### src/rtl/dkef_pkg.sv
// Shared constants, codes and types of the debounced key event FIFO.
package dkef_pkg;

    localparam int NUM_KEYS    = 4;
    localparam int FIFO_DEPTH  = 128;
    localparam int NUM_ID_REGS = 4;

    localparam int PTR_W     = $clog2(FIFO_DEPTH);
    localparam int KEY_W     = (NUM_KEYS > 1) ? $clog2(NUM_KEYS) : 1;
    localparam int ID_SEL_W  = 2;
    localparam int TICK_W    = 16;
    localparam int ID_W      = 8;
    localparam int CODE_W    = 16;
    localparam int CMD_W     = 2;
    localparam int KIDX_W    = 2;
    localparam int CFG_IDX_W = 3;
    localparam int CFG_DAT_W = 16;
    localparam int S_DATA_W  = 8;
    localparam int M_DATA_W  = 24;

    localparam logic [TICK_W-1:0] TICKS_RESET = 16'd20;

    localparam logic [CFG_IDX_W-1:0] CFG_DEBOUNCE = 3'd0;
    localparam logic [CFG_IDX_W-1:0] CFG_KEY_ID0  = 3'd1;

    typedef enum logic [CMD_W-1:0] {
        CMD_TICK = 2'd0,
        CMD_EDGE = 2'd1,
        CMD_READ = 2'd2,
        CMD_NOP  = 2'd3
    } t_cmd;

    typedef struct packed {
        logic             edge_we;
        logic [KEY_W-1:0] key;
        logic             level;
        logic             tick;
    } t_tmr_ctrl;

    typedef struct packed {
        logic             valid;
        logic [KEY_W-1:0] key;
        logic             level;
    } t_push;

endpackage

### src/rtl/dkef_ram.sv
// Generic single-write, single-read RAM with registered read data.
module dkef_ram #(
    parameter int WIDTH = 16,
    parameter int DEPTH = 128
) (
    input  logic                     i_clk,
    input  logic                     i_we,
    input  logic [$clog2(DEPTH)-1:0] i_waddr,
    input  logic [WIDTH-1:0]         i_wdata,
    input  logic                     i_re,
    input  logic [$clog2(DEPTH)-1:0] i_raddr,
    output logic [WIDTH-1:0]         o_rdata
);

    logic [WIDTH-1:0] r_mem [DEPTH];
    logic [WIDTH-1:0] r_rdata;

    always_ff @(posedge i_clk) begin
        if (i_we) begin
            r_mem[i_waddr] <= i_wdata;
        end
        if (i_re) begin
            r_rdata <= r_mem[i_raddr];
        end
    end

    assign o_rdata = r_rdata;

endmodule

### src/rtl/dkef_fifo.sv
// Ring FIFO of event codes with read and write pointers over a RAM.
module dkef_fifo
    import dkef_pkg::*;
(
    input  logic              i_clk,
    input  logic              i_rst_n,
    input  logic              i_push,
    input  logic [CODE_W-1:0] i_code,
    input  logic              i_pop,
    output logic [CODE_W-1:0] o_rdata,
    output logic              o_empty,
    output logic              o_full
);

    logic [PTR_W-1:0] r_rd;
    logic [PTR_W-1:0] r_wr;
    logic [PTR_W-1:0] n_rd;
    logic [PTR_W-1:0] n_wr;
    logic             w_we;

    assign n_wr    = (r_wr == PTR_W'(FIFO_DEPTH - 1)) ? '0 : r_wr + 1'b1;
    assign n_rd    = (r_rd == PTR_W'(FIFO_DEPTH - 1)) ? '0 : r_rd + 1'b1;
    assign o_empty = (r_wr == r_rd);
    assign o_full  = (n_wr == r_rd);
    assign w_we    = i_push && !o_full;

    always_ff @(posedge i_clk) begin
        if (!i_rst_n) begin
            r_rd <= '0;
            r_wr <= '0;
        end else begin
            if (w_we) begin
                r_wr <= n_wr;
            end
            if (i_pop && !o_empty) begin
                r_rd <= n_rd;
            end
        end
    end

    dkef_ram #(
        .WIDTH(CODE_W),
        .DEPTH(FIFO_DEPTH)
    ) u_ram (
        .i_clk  (i_clk),
        .i_we   (w_we),
        .i_waddr(r_wr),
        .i_wdata(i_code),
        .i_re   (i_pop),
        .i_raddr(r_rd),
        .o_rdata(o_rdata)
    );

    a_ptr_range: assert property (@(posedge i_clk) disable iff (!i_rst_n)
        (r_rd < PTR_W'(FIFO_DEPTH - 1) || r_rd == PTR_W'(FIFO_DEPTH - 1)) &&
        (r_wr < PTR_W'(FIFO_DEPTH - 1) || r_wr == PTR_W'(FIFO_DEPTH - 1)))
        else $error("FIFO pointer beyond depth");

    a_full_hold: assert property (@(posedge i_clk) disable iff (!i_rst_n)
        (o_full && i_push && !i_pop) |=> $stable(r_wr))
        else $error("write pointer moved on a push while full");

endmodule

### src/rtl/dkef_timer_scan.sv
// Per-key debounce timers scanned one key per cycle through a shared decrementer.
module dkef_timer_scan
    import dkef_pkg::*;
(
    input  logic              i_clk,
    input  logic              i_rst_n,
    input  t_tmr_ctrl         i_ctrl,
    input  logic [TICK_W-1:0] i_ticks,
    output t_push             o_push,
    output logic              o_done
);

    logic [TICK_W-1:0] r_count [NUM_KEYS];
    logic              r_level [NUM_KEYS];
    logic              r_busy;
    logic [KEY_W-1:0]  r_idx;
    logic [TICK_W-1:0] w_cur;
    logic [TICK_W-1:0] n_count;
    logic [TICK_W-1:0] w_load;

    assign w_cur   = r_count[r_idx];
    assign n_count = w_cur - 1'b1;
    assign w_load  = (i_ticks == '0) ? TICK_W'(1) : i_ticks;

    assign o_push.valid = r_busy && (w_cur == TICK_W'(1));
    assign o_push.key   = r_idx;
    assign o_push.level = r_level[r_idx];
    assign o_done       = r_busy && (r_idx == KEY_W'(NUM_KEYS - 1));

    always_ff @(posedge i_clk) begin
        if (!i_rst_n) begin
            r_busy <= 1'b0;
            r_idx  <= '0;
            for (int k = 0; k < NUM_KEYS; k++) begin
                r_count[k] <= '0;
                r_level[k] <= 1'b0;
            end
        end else begin
            if (i_ctrl.edge_we) begin
                r_count[i_ctrl.key] <= w_load;
                r_level[i_ctrl.key] <= i_ctrl.level;
            end
            if (i_ctrl.tick) begin
                r_busy <= 1'b1;
                r_idx  <= '0;
            end else if (r_busy) begin
                if (w_cur != '0) begin
                    r_count[r_idx] <= n_count;
                end
                if (o_done) begin
                    r_busy <= 1'b0;
                end else begin
                    r_idx <= r_idx + 1'b1;
                end
            end
        end
    end

endmodule

### src/rtl/debounced_key_event_fifo.sv
// Top level: key debounce timers feeding an event code FIFO over stream ports.
// Each accepted word steps from S_IDLE to S_DONE and then into the output register:
// an edge goes straight to S_DONE, a tick through S_SCAN, where the timer scan visits
// one key per cycle through one decrementer, and a read of a non-empty FIFO through S_READ
// for the registered RAM read. Words are accepted only in S_IDLE; S_DONE waits on a full output.
// Synchronous active-low reset clears timers, levels and pointers and reloads register defaults.
module debounced_key_event_fifo
    import dkef_pkg::*;
(
    input  logic                 i_clk,
    input  logic                 i_rst_n,
    input  logic                 i_s_tvalid,
    output logic                 o_s_tready,
    // [1:0] command, [3:2] key_index, [4] key_level, [7:5] zero
    input  logic [S_DATA_W-1:0]  i_s_tdata,
    output logic                 o_m_tvalid,
    input  logic                 i_m_tready,
    // [15:0] read_code, [16] read_valid, [17] events_pending, [23:18] zero
    output logic [M_DATA_W-1:0]  o_m_tdata,
    input  logic                 i_cfg_valid,
    output logic                 o_cfg_ready,
    input  logic [CFG_IDX_W-1:0] i_cfg_index,
    input  logic [CFG_DAT_W-1:0] i_cfg_data
);

    typedef enum logic [1:0] {
        S_IDLE,
        S_SCAN,
        S_READ,
        S_DONE
    } t_state;

    t_state            r_state;
    logic [TICK_W-1:0] r_ticks;
    logic [ID_W-1:0]   r_key_id [NUM_ID_REGS];
    logic [CODE_W-1:0] r_code;
    logic              r_rv;
    logic              r_out_valid;
    logic [CODE_W-1:0] r_out_code;
    logic              r_out_rv;
    logic              r_out_pend;

    t_cmd              w_cmd;
    logic [KIDX_W-1:0] w_kidx;
    logic              w_level;
    logic              w_accept;
    logic              w_out_free;
    t_tmr_ctrl         w_ctrl;
    t_push             w_push;
    logic              w_done;
    logic [CODE_W-1:0] w_push_code;
    logic [CODE_W-1:0] w_rdata;
    logic              w_empty;
    logic              w_full;
    logic              w_pop;

    assign w_cmd      = t_cmd'(i_s_tdata[1:0]);
    assign w_kidx     = i_s_tdata[3:2];
    assign w_level    = i_s_tdata[4];
    assign o_s_tready = (r_state == S_IDLE);
    assign w_accept   = i_s_tvalid && o_s_tready;
    assign w_out_free = !r_out_valid || i_m_tready;
    assign o_cfg_ready = 1'b1;

    assign w_ctrl.edge_we = w_accept && (w_cmd == CMD_EDGE) &&
                            ({1'b0, w_kidx} < 3'(NUM_KEYS));
    assign w_ctrl.key     = KEY_W'(w_kidx);
    assign w_ctrl.level   = w_level;
    assign w_ctrl.tick    = w_accept && (w_cmd == CMD_TICK);
    assign w_pop          = w_accept && (w_cmd == CMD_READ) && !w_empty;

    assign w_push_code = {r_key_id[ID_SEL_W'(w_push.key)], 7'd0, w_push.level};

    dkef_timer_scan u_timer (
        .i_clk  (i_clk),
        .i_rst_n(i_rst_n),
        .i_ctrl (w_ctrl),
        .i_ticks(r_ticks),
        .o_push (w_push),
        .o_done (w_done)
    );

    dkef_fifo u_fifo (
        .i_clk  (i_clk),
        .i_rst_n(i_rst_n),
        .i_push (w_push.valid),
        .i_code (w_push_code),
        .i_pop  (w_pop),
        .o_rdata(w_rdata),
        .o_empty(w_empty),
        .o_full (w_full)
    );

    always_ff @(posedge i_clk) begin
        if (!i_rst_n) begin
            r_state     <= S_IDLE;
            r_ticks     <= TICKS_RESET;
            for (int i = 0; i < NUM_ID_REGS; i++) begin
                r_key_id[i] <= ID_W'(i);
            end
            r_code      <= '0;
            r_rv        <= 1'b0;
            r_out_valid <= 1'b0;
            r_out_code  <= '0;
            r_out_rv    <= 1'b0;
            r_out_pend  <= 1'b0;
        end else begin
            if (i_cfg_valid && o_cfg_ready) begin
                if (i_cfg_index == CFG_DEBOUNCE) begin
                    r_ticks <= i_cfg_data;
                end else if (i_cfg_index < CFG_KEY_ID0 + CFG_IDX_W'(NUM_ID_REGS)) begin
                    r_key_id[ID_SEL_W'(i_cfg_index - CFG_KEY_ID0)] <= i_cfg_data[ID_W-1:0];
                end
            end
            if ((r_state == S_DONE) && w_out_free) begin
                r_out_valid <= 1'b1;
            end else if (r_out_valid && i_m_tready) begin
                r_out_valid <= 1'b0;
            end
            unique case (r_state)
                S_IDLE: begin
                    if (w_accept) begin
                        r_code <= '0;
                        r_rv   <= 1'b0;
                        case (w_cmd)
                            CMD_TICK: r_state <= S_SCAN;
                            CMD_READ: r_state <= w_empty ? S_DONE : S_READ;
                            default:  r_state <= S_DONE;
                        endcase
                    end
                end
                S_SCAN: begin
                    if (w_done) begin
                        r_state <= S_DONE;
                    end
                end
                S_READ: begin
                    r_code  <= w_rdata;
                    r_rv    <= 1'b1;
                    r_state <= S_DONE;
                end
                S_DONE: begin
                    if (w_out_free) begin
                        r_out_code  <= r_code;
                        r_out_rv    <= r_rv;
                        r_out_pend  <= !w_empty;
                        r_state     <= S_IDLE;
                    end
                end
                default: r_state <= S_IDLE;
            endcase
        end
    end

    assign o_m_tvalid = r_out_valid;
    assign o_m_tdata  = {6'd0, r_out_pend, r_out_rv, r_out_code};

    a_code_zero: assert property (@(posedge i_clk) disable iff (!i_rst_n)
        (r_out_valid && !r_out_rv) |-> (r_out_code == '0))
        else $error("code word without a pop carries a nonzero code");

    a_push_in_scan: assert property (@(posedge i_clk) disable iff (!i_rst_n)
        w_push.valid |-> (r_state == S_SCAN))
        else $error("timer push outside a tick scan");

    a_pop_then_read: assert property (@(posedge i_clk) disable iff (!i_rst_n)
        w_pop |=> (r_state == S_READ))
        else $error("FIFO pop not followed by the read data cycle");

    a_full_not_empty: assert property (@(posedge i_clk) disable iff (!i_rst_n)
        w_full |-> !w_empty)
        else $error("FIFO reports full and empty at once");

endmodule

### config.mk
export PLATFORM = sky130hd
export DESIGN_NAME = debounced_key_event_fifo
export DESIGN_NICKNAME = d
export VERILOG_FILES = /design/src/rtl/dkef_pkg.sv /design/src/rtl/dkef_ram.sv /design/src/rtl/dkef_fifo.sv /design/src/rtl/dkef_timer_scan.sv /design/src/rtl/debounced_key_event_fifo.sv
export SDC_FILE = /design/constraint.sdc
export NUM_CORES = 2
export LEC_CHECK = 0
export BUFFER_PORTS_ARGS = -buffer_cell sky130_fd_sc_hd__buf_4
export CORE_MARGIN = 4
export CORE_UTILIZATION = 45
export CTS_BUF_LIST = sky130_fd_sc_hd__clkbuf_16
export CTS_CLUSTER_SIZE = 14
export DETAILED_ROUTE_END_ITERATION = 10
export PLACE_DENSITY = 0.66
export REMOVE_ABC_BUFFERS = 1
export SETUP_SLACK_MARGIN = 0.4
export SLEW_MARGIN = 10
export SYNTH_ARGS = -nofsm -noshare
export SYNTH_HDL_FRONTEND = slang
export SYNTH_SLANG_ARGS = --single-unit
### constraint.sdc
create_clock -name i_clk -period 4.25 [get_ports i_clk]
set_clock_uncertainty 0.1 [all_clocks]
set_input_delay 0.425 -clock i_clk [delete_from_list [all_inputs] [get_ports i_clk]]
set_output_delay 0.425 -clock i_clk [all_outputs]
set_load 0.02 [all_outputs]
; ---- Word-level counts from Yosys, hierarchy flattened
; Memories as Yosys holds them, arrays and structs flattened. A register that Yosys moved wholly into a read port is not among the register bits.
; Index checks and enable logic that the tools add are counted.
[totals]
regBits = 87
ramBits = 1252
in_bits = 32
output_inout_bits = 27
wordCells = 123
mem_count = 4
[classes]
addsub = 5
n_lt_le_gt_ge = 1
n_eq_ne = 14
muxes = 52
bitwise = 2
n_reduce_logical = 32
[memory_table]
columns = name, words, width, rd, rd_clocked_by_memory_dff, wr, line_no
row1 = u_fifo.u_ram.r_mem, 128, 9, 1, 1, 1, dkef_ram.sv:15  ; logic [WIDTH-1:0] r_mem [DEPTH];
row2 = u_timer.r_count, 4, 16, 1, 1, 4, dkef_timer_scan.sv:13  ; logic [TICK_W-1:0] r_count [NUM_KEYS];
row3 = r_key_id, 4, 8, 1, 1, 4, debounced_key_event_fifo.sv:35  ; logic [ID_W-1:0] r_key_id [NUM_ID_REGS];
row4 = u_timer.r_level, 4, 1, 1, 1, 4, dkef_timer_scan.sv:14  ; logic r_level [NUM_KEYS];
[op_table]
columns = cell, n
row1 = 16-bit 2-to-1 mux, 4
row2 = 16-bit case mux with 2 select lines, 1
row3 = 16-bit OR reduction, 2
row4 = 1-bit 2-to-1 mux, 28
row5 = 2-bit 2-to-1 mux, 13
row6 = 16-bit by 1-bit == test with 1-bit output (second input constant), 1
row7 = 16-bit zero test, 1
row8 = 16-bit nonzero test, 1
row9 = 16-bit by 1-bit subtractor with 16-bit output (second input constant), 1
row10 = 7-bit by 1-bit adder with 7-bit output (second input constant), 2
row11 = 7-bit == test, 2
row12 = 7-bit == test (second input constant), 2
row13 = 7-bit 2-to-1 mux, 2
row14 = 1-bit logical AND, 11
row15 = 2-bit == test (second input constant), 4
row16 = 8-bit 2-to-1 mux, 1
row17 = 2-bit case mux with 4 select lines, 1
row18 = 2-bit AND reduction, 4
row19 = 8-bit OR reduction, 1
row20 = 2-bit by 1-bit == test with 1-bit output (second input constant), 2
row21 = 2-bit zero test, 2
row22 = 2-bit by 1-bit inequality test with 1-bit output (second input constant), 2
row23 = 2-bit case mux with 2 select lines, 1
row24 = 2-bit nonzero test, 2
row25 = other kinds (12), 15

; ---- Depth between registers and ports, before layout
[depth]
ltp_word = 8
depth_mapped = 11
depth_no_buf = 8

; ---- By module
; A second synthesis with hierarchy kept.
[hier_totals]
cells_unflattened = 3884
area_unflattened_um2 = 87595.3
[modules_own_cells]
columns = module, n_inst, cells_per_inst, area_each_um2, seq_area_each_um2
row1 = dkef_ram, 1, 3086, 78683.0, 61979.4
row2 = dkef_timer_scan, 1, 332, 4196.5, 2112.0
row3 = debounced_key_event_fifo, 1, 344, 3678.5, 2042.0
row4 = dkef_fifo, 1, 122, 1037.2, 280.3

; ---- Least setup slack after synthesis
; No wires, ideal clock.
[synth_path]
path_kind = reg2reg
from = register (tool-made name)
to = memory u_fifo.u_ram.r_mem[100][0] in the netlist's numbering (enable)
setup_time_ns = 0.387
t_arrival_ns = 3.276
required_ns = 3.763
setup_slack_ns = 0.488
stages_incl_launch_ff = 12
path_buffers = 4
synth_period_minus_slack_ns = 3.762
cell_sequence = dfxtp_1 -> clkbuf_1 -> clkbuf_1 -> buf_1 -> mux4_2 -> inv_1 -> ha_1 -> nand2_1 -> nor2_1 -> clkbuf_1 -> nand2_1 -> nor3_1
[synth_lines]
columns = item, line_no
row1 = end: declaration, dkef_ram.sv:15

==> metrics.md <==
| Metric | Value |
|---|---|
| Seq cells post-synth | around 1300 |
| Initial core utilization | 0.455 |
| Setup ws final | 0.524 ns |
| RD Place Congestion | about 0.87 |
| GR Util All Layers | 0.211 |
| Worst skew pair latency | roughly 0.74 ns |
| Largest area contributor in the netlist | edfxtp_1 |
| Row count | about 130 |
| Synth warn | 0 |
| Critical Path End Type | flip-flop |
| Die Footprint | around 0.12 mm2 |
| Drt drc | 0 |
| WL final | 130000 um |
| Status | complete, no violations |
| Largest net degree at the start of global routing | between 100 and 150 |
| CTS clk-pin slew, worst paths | roughly 0.06 ns |
| Post-Syn Area per Cell | between 15 and 20 um2 |
| Post-synth EDFFs | between 1000 and 1500 |
| Maximum clock insertion buffer count | 3 |
| Relative max-transition margin | 0.218 |
| Mapped Cells | around 2800 |
| Cell variety after synth | between 60 and 70 |
| IO Count | 59 |
| PwrDens | about 440 mW/mm2 |
| Final #Nets | 3058 |
| CTS tree | yes |
| PnR Total Power | around 0.027 W |
| Register area | 0.0390 mm2 |
| Hpwl dp | about 80000 um |
| Fin crit share | 0.877 |
| Most common cell in the netlist | edfxtp_1 |
| Req. time, crit path | 4.59 ns |
| Die Y | between 300 and 400 um |
| Critical Path AT | around 4.1 ns |
| Slowest stage cell, crit path | mux4_1 |
| Reg2reg path depth | 9 |
| Post-DRT Antenna Nets | 0 |
| RSZ-0062 raised after global routing | yes |
| Post-synth ARST share | 0 |
| Pleak | 18.9 nW |
| Top-area cell type share of the netlist area | 0.712 |
| Setup TNS | 0 ns |
| Synthesized area | 0.0530 mm2 |
| Worst Hold Path Cells | 3 |
| H-tree lvl count | 4 |
| Share of cells above drive strength 1 | 0.265 |
| Final Hold Vio Count | 0 |
| Slowest stage delay, CP | roughly 0.65 ns |
| Ys flop type | edfxtp_1 |
| Pin slew with the least headroom to its limit | roughly 1.2 ns |
| Crit Path Class | reg -> reg |
| Area occupied by multi-input gates | approximately 0.013 mm2 |
| PortBufs | between 40 and 50 |
| Max Slew Vio Count | 0 |
| Area grow syn2layout | 14.8% |
| # clock sinks | approximately 1300 |
| Iter 0 DRT Violations | 2986 |
| Congestion Overflow GR | 0 |
| Top post-synthesis cells by area | edfxtp_1 (71%), mux4_2 (14%), dfxtp_1 (2.3%) |
| Drt pass-1 iters | 7 |
| Peak supply drop | ~0.0004 V |
| Vias | approximately 28000 |
| Die width | 351 um |
| Worst slack at placement | 0.283 ns |
| Max_cap viols | 0 |
| Cell mode on critical path | buf_4 |
| Startpoint types | flip-flop |
| Clock root cell | clkbuf_16 |
| Clock period minus worst slack | between 3 and 4 ns |
| CTS buffer count | 133 |
| Hold crit path type | in -> reg |
| First-pass GRT wire length | between 150000 and 200000 um |
| Max Clk Rate | around 0.27 GHz |
| Initial antenna violation count | 0 |
| Final setup vio count | 0 |
| Synth cell count leaders | edfxtp_1 (1258), mux4_2 (332), nand2_1 (141) |
| # fillers | 8933 |
| Fin util | 0.523 |
| Crit path cell chain | buf_12 > mux4_1 > nor4_2 > and4_2 > nand3_1 > a311o_1 > buf_4 > nor3_1 > buf_4 |
| Vias/cell | roughly 6.0 |
| Fin Hold WS | 0.0696 ns |
| Wire length per cell | 28.0 um |
| Sequential share of the synthesized area | 0.736 |
| Number of global-route vias before repair | 28800 |
| Max Fanout on Critical Path | 17 |
| Core area | between 0.1 and 0.15 mm2 |
==> cell usage in the layout, fill, tap and decap left out, types with 56 or more instances in the layout <==
master	instances
nand3_1	76
dfxtp_1	56
nor3_1	103
o21ai_0	74
clkbuf_16	136
edfxtp_1	1258
mux4_2	328
nand2_1	140
nor2_1	115
buf_4	234
==> through the flow <==
| step | cells | area, um2 |
|---|---|---|
| 6_report | 4640 | 60900 |
| 5_1_grt | 4639 | 60900 |
| 4_1_cts | 4636 | 60800 |
| 3_5_place_dp | 4372 | 56300 |
| 3_3_place_gp | 4372 | 56300 |
| 2_1_floorplan | 2596 | 52200 |
==> cell type report <==
class                      instances  share of cell area
clock inverter                   104              0.0140
timing repair buffer             279              0.0399
sequential                      1320               0.641
antenna                            1           0.0000411
multi-input combinational       1258               0.217
tap                             1524              0.0313
inverter                          19             0.00117
clock buffer                     135              0.0555
==> where the power goes <==
| part | leakage, nW | switching [W] | internal [W] |
|---|---|---|---|
| logic | 4.89 | 0.000815 | 0.000272 |
| clock network | 2.18 | 0.00493 | 0.00638 |
| registers | 11.9 | 0.0000521 | 0.0146 |
==> logic make-up (layout without fill, tap and decap cells) <==
group,after synthesis,count (layout),share of synthesized area
AOI/OAI and AO/OA,252,253,0.0310
adders and majority gates,15,15,0.00354
DFF,1320,1320,0.736
muxes,388,388,0.156
other,2,15,0.000142
xor gates and xnor gates,29,29,0.00479
buffers and inverters,205,537,0.0176
and+or+nand+nor,559,559,0.0507
==> flip-flops by register name, indices dropped and copies added, names as in the netlist, 4 cells and up, named ones only <==
name / cells
u_fifo.r_rd: 7
r_key_id: 32
r_ticks: 16
u_fifo.u_ram.r_mem: 1152
r_out_code: 9
u_timer.r_count: 64
u_fifo.u_ram.o_rdata: 9
r_code: 9
u_timer.r_level: 4
u_fifo.r_wr: 7
==> path summary, 6_finish.rpt <==
path | slack, ns | start | end
max | 0.52 | flip-flop | u_fifo.u_ram.r_mem[87][0]
min | 0.07 | i_s_tdata[0] | flip-flop
max reg2reg | 0.52 | flip-flop | u_fifo.u_ram.r_mem[87][0]
min reg2reg | 0.36 | r_out_rv | r_out_rv
==> critical path: cells and delay by family, from the launching register on <==
kind                   cells  cell delay, ns
flip-flops                 1            0.45
buffers and inverters      3            0.69
AO/OA/AOI/OAI              1            0.35
AND/OR/NAND/NOR            4            1.17
multiplexers               1            0.65
==> per-layer routing <==
| layer | part of all wire | GRT usage | wire [um] | vias up |
|---|---|---|---|---|
| met3 | 0.090 | 0.0432 | 11800 | 257 |
| met2 | 0.48 | 0.342 | 63000 | 1378 |
| met1 | 0.39 | 0.286 | 50500 | 14600 |
| met5 | 0 | 0 | 0 | - |
| li1 | - | - | - | 11800 |
| met4 | 0.037 | 0.0792 | 4820 | 0 |
==> what timing repair did <==
item	4_1_cts	5_1_grt
hold endpoints to repair	57	0
setup endpoints to repair	170	652
resized for setup	6	11
buffers inserted	1	0
gates cloned	0	2
pin swaps	1	1
hold buffers	24	0
No activity file was read; power rests on OpenSTA's default activity.
